### src/hw/rtl/fcbv_pkg.sv
// fcbv_pkg: widths, codes and shared types of the frustum culling block
// used by fcbv_plane_regs, fcbv_plane_lane and frustum_cull_bound_volume
package fcbv_pkg;

    localparam int COORD_WIDTH     = 16;
    localparam int COEF_WIDTH      = 16;
    localparam int COEF_FRAC_BITS  = 14;
    localparam int EXT_WIDTH       = 15;
    localparam int PLANE_COUNT     = 6;
    localparam int PLANE_FRONT     = 5;
    localparam int AXIS_COUNT      = 3;
    localparam int PROD_WIDTH      = COEF_WIDTH + COORD_WIDTH;
    localparam int EPROD_WIDTH     = COEF_WIDTH + EXT_WIDTH + 1;
    // plane value plus extent terms stays below 2^33 in magnitude
    localparam int SUM_WIDTH       = 36;
    localparam int NEAR_WIDTH      = 38;
    localparam int VIS_WIDTH       = 2;
    localparam int KIND_WIDTH      = 2;
    localparam int CFG_IDX_WIDTH   = 3;
    localparam int CFG_DATA_WIDTH  = 64;
    localparam int S_DATA_WIDTH    = 96;
    localparam int M_DATA_WIDTH    = 40;

    localparam logic [KIND_WIDTH-1:0] KIND_SPHERE = 2'd0;
    localparam logic [KIND_WIDTH-1:0] KIND_CUBE   = 2'd1;
    localparam logic [KIND_WIDTH-1:0] KIND_BOX    = 2'd2;

    localparam logic [VIS_WIDTH-1:0] VIS_NONE  = 2'd0;
    localparam logic [VIS_WIDTH-1:0] VIS_PART  = 2'd1;
    localparam logic [VIS_WIDTH-1:0] VIS_WHOLE = 2'd2;

    typedef struct packed {
        logic signed [COEF_WIDTH-1:0] off;
        logic signed [COEF_WIDTH-1:0] nz;
        logic signed [COEF_WIDTH-1:0] ny;
        logic signed [COEF_WIDTH-1:0] nx;
    } plane_t;

    typedef struct packed {
        logic [KIND_WIDTH-1:0]         kind;
        logic signed [COORD_WIDTH-1:0] pos_x;
        logic signed [COORD_WIDTH-1:0] pos_y;
        logic signed [COORD_WIDTH-1:0] pos_z;
        logic [EXT_WIDTH-1:0]          extent_x;
        logic [EXT_WIDTH-1:0]          extent_y;
        logic [EXT_WIDTH-1:0]          extent_z;
    } query_t;

    typedef struct packed {
        logic                        hi_pos;
        logic                        lo_pos;
        logic signed [SUM_WIDTH-1:0] hi;
    } lane_res_t;

endpackage

### src/hw/rtl/fcbv_plane_regs.sv
// fcbv_plane_regs: the six frustum plane registers and their write channel
// depends on fcbv_pkg
module fcbv_plane_regs (
    input  logic                                aclk,
    input  logic                                aresetn,
    input  logic                                cfg_valid,
    output logic                                cfg_ready,
    input  logic [fcbv_pkg::CFG_IDX_WIDTH-1:0]  cfg_index,
    input  logic [fcbv_pkg::CFG_DATA_WIDTH-1:0] cfg_data,
    output fcbv_pkg::plane_t                    planes [fcbv_pkg::PLANE_COUNT]
);
    import fcbv_pkg::*;

    plane_t plane_reg [PLANE_COUNT];

    assign cfg_ready = 1'b1;

    always_ff @(posedge aclk) begin
        if (!aresetn) begin
            for (int i = 0; i < PLANE_COUNT; i++) begin
                plane_reg[i] <= '0;
            end
        end else if (cfg_valid) begin
            // writes past the last plane are dropped
            for (int i = 0; i < PLANE_COUNT; i++) begin
                if (cfg_index == CFG_IDX_WIDTH'(i)) begin
                    plane_reg[i] <= plane_t'(cfg_data);
                end
            end
        end
    end

    always_comb begin
        for (int i = 0; i < PLANE_COUNT; i++) begin
            planes[i] = plane_reg[i];
        end
    end

endmodule

### config.mk
export PLATFORM = sky130hd
export DESIGN_NAME = fcbv_plane_regs
export DESIGN_NICKNAME = d
export VERILOG_FILES = /design/src/hw/rtl/fcbv_pkg.sv /design/src/hw/rtl/fcbv_plane_regs.sv
export SDC_FILE = /design/constraint.sdc
export NUM_CORES = 1
export LEC_CHECK = 0
export BUFFER_PORTS_ARGS = -buffer_cell sky130_fd_sc_hd__buf_2
export CAP_MARGIN = 10
export CORE_ASPECT_RATIO = 0.7
export CORE_UTILIZATION = 45
export DETAILED_ROUTE_END_ITERATION = 10
export GPL_ROUTABILITY_DRIVEN = 0
export GPL_TIMING_DRIVEN = 0
export PLACE_DENSITY = 0.74
export SYNTH_ARGS = -nofsm -noshare
export SYNTH_HDL_FRONTEND = slang
export SYNTH_SLANG_ARGS = --single-unit
### constraint.sdc
create_clock -name aclk -period 14.9 [get_ports aclk]
set_input_delay 2.235 -clock aclk [delete_from_list [all_inputs] [get_ports aclk]]
set_output_delay 2.235 -clock aclk [all_outputs]
set_load 0.005 [all_outputs]
==> reports/metrics.yaml <==
status: "complete, no violations"
grt_pass1_wl_mm: 65.6
die_area_um2: 32900
synth.cell_area_um2: 14500
clock_path_buffers: 3
clock-sinks: 384
power_leakage_nw: 8.19
fin_ws_ns: 10.83
cts_hold_buf: 0
period_share_pct: 27.3
vias: 10400
grt_overflow_total: 0
design_area_um2: 18900
synth_cells: 937
die_w_um: 216
path_cells: "buf_2 -> clkbuf_1 -> o21ai_4 -> buf_12 -> buf_12"
clkTransAtPathRegs_ns: 0.06
worstMarginPinSlew_ns: 1.05
dp_hpwl_mm: 32.8
vdd_drop_max_v: 0.0000966
wl_per_cell_um: 24.2
chipHeight_um: 152
endpoint_kind: "flop"
grt_usage_pct: 27.4
syn_area_per_cell_um2: 15.5
drt_iter0_markers: 1067
report.final.slew_viol_count: 0
synth.net_count: 1007
cpPeakStageDelay_ns: 0.82
synth_edf_count: 384
cts_resized: 0
multi_input_area_um2: 2640
pre_cts_ws_ns: 10.27
path_max_fanout: 25
slew_headroom_pct: 30.1
clockRootBuffer: "clkbuf_16"
synth_cell_types: 22
synthArstFlopShare_pct: 0
portBuffers: 451
worstSetupStartpointType: "primary input"
start_util_pct: 46.1
cts_tree: "yes"
synth_top_area_share_pct: 79.6
synthMostInstantiatedCell: "edfxtp_1"
row_count: 54
antenna_found_initial: 5
core_um2: 31400
fmax_mhz: 246
viasPerCell: 5.48
cts_made_buffers: 38
synth_top_cell_by_area: "edfxtp_1"
yosys_most_used_dff: "edfxtp_1"
synth_seq_cells: 384
yosys_warnings: 0
grt_max_degree: 28
ys_seq_area_share_pct: 79.6
ant_nets: 0
final_nets: 1513
register_area_um2: 11500
fillers: 2472
fin_crit_ns: 4.07
totalWireLength_mm: 45.8
remaining_drc_errors: 0
critical-path-slowest-cell: "clkbuf_1"
finalHoldViolCount: 0
powerDensity_nw_per_um2: 128
drive_gt1_share_pct: 40.2
largest_register_ff_count: 384
synth_area_leaders: "edfxtp_1 (80%), and3_1 (9.2%), nor2_1 (3.3%)"
cts_htree_levels: 2
yosys-top-cells-count: "edfxtp_1 (384), and3_1 (213), nor2_1 (128), nand3_1 (64), clkbuf_1 (63)"
area_delta_synth_final_pct: 30.1
crit_top_cell: "buf_12"
hp-class: "in -> reg"
ioPinCount: 455
grt_pass1_vias: 9913
fin_total_pwr_mw: 2.41
fin_tns_setup_ns: 0
maxCapViolCount: 0
rsz0062_at_grt: "no"
placed_cell_area_um2: 17700
critical_path_class: "in -> reg"
hold_depth: 2
postCtsSetupBuffers: 0
setup-violations-final: 0
required_ns: 15.17
firstDrtPassIters: 5
arrival_ns: 4.34
[through the flow]
stage,hold slack [ns],instances,utilization (%)
floorplan,2.46,937,-
global placement,2.59,1808,55.0
detailed placement,2.59,1823,56.2
CTS,2.04,1890,60.0
global route,2.06,1895,60.0
finish,2.07,1895,60.0
[area by class of cell]
class	count	share of cell area (%)
well taps	420	2.79
plain buffers	86	2.04
flip-flops and latches	384	61.2
clock inverters	20	0.856
diodes	5	0.0664
multi-input cells	466	14.0
repair buffers	466	13.7
clock buffers	47	5.34
inverters	1	0.0199
[cells in the final DEF (no fill, tap or decap)]
master        n
diode_2       5
clkbuf_2      2
nor2b_1       2
or3b_1        1
and2_1        1
buf_6         5
nand2_1       1
nand3_1      64
clkinv_4      1
o21ai_4       6
clkinvlp_4    2
clkbuf_1     71
nor2_1      128
edfxtp_1    384
buf_4         3
and3_1      213
or2b_1        1
nand3b_1      1
buf_2       465
clkbuf_16    39
clkinv_1      7
and3b_1       2
buf_16        5
clkinv_2      5
inv_6         3
and3_2       43
bufinv_16     2
nand2b_1      1
inv_1         1
nor3b_2       1
conb_1        1
buf_12        9
[final timing paths]
check / startpoint / slack, ns / end
worst min-delay path: cfg_data[57] / 2.07 / plane_reg[2][57]
worst max-delay path: aresetn / 10.83 / plane_reg[1][7]
[critical path: cells and delay by family]
kind                   cells  cell delay (ns)
buffers and inverters      4             1.61
AO/OA/AOI/OAI              1             0.46
[kinds of logic after synthesis]
logic type             Yosys count  share of synthesized area, %
other                            1                        0.0259
buffers and inverters           87                          2.68
flip-flops                     384                          79.6
AO/OA/AOI/OAI                    6                         0.207
AND/OR/NAND/NOR                459                          17.5
[where the power goes]
| group | switching, mW | leakage [nW] | internal, mW |
|---|---|---|---|
| clock | 0.403 | 0.567 | 0.517 |
| sequential | 0.0205 | 3.71 | 1.26 |
| combinational | 0.137 | 3.91 | 0.0759 |
[metal layers]
metal  up-vias  part of all wire [%]  GRT usage (%)
met3        82                    11           7.64
met5         -                     0              0
met4         0                   3.2           9.49
met2       684                    46           42.6
li1       4516                     -              -
met1      5112                    40           37.1
No activity file was read; power rests on OpenSTA's default activity.
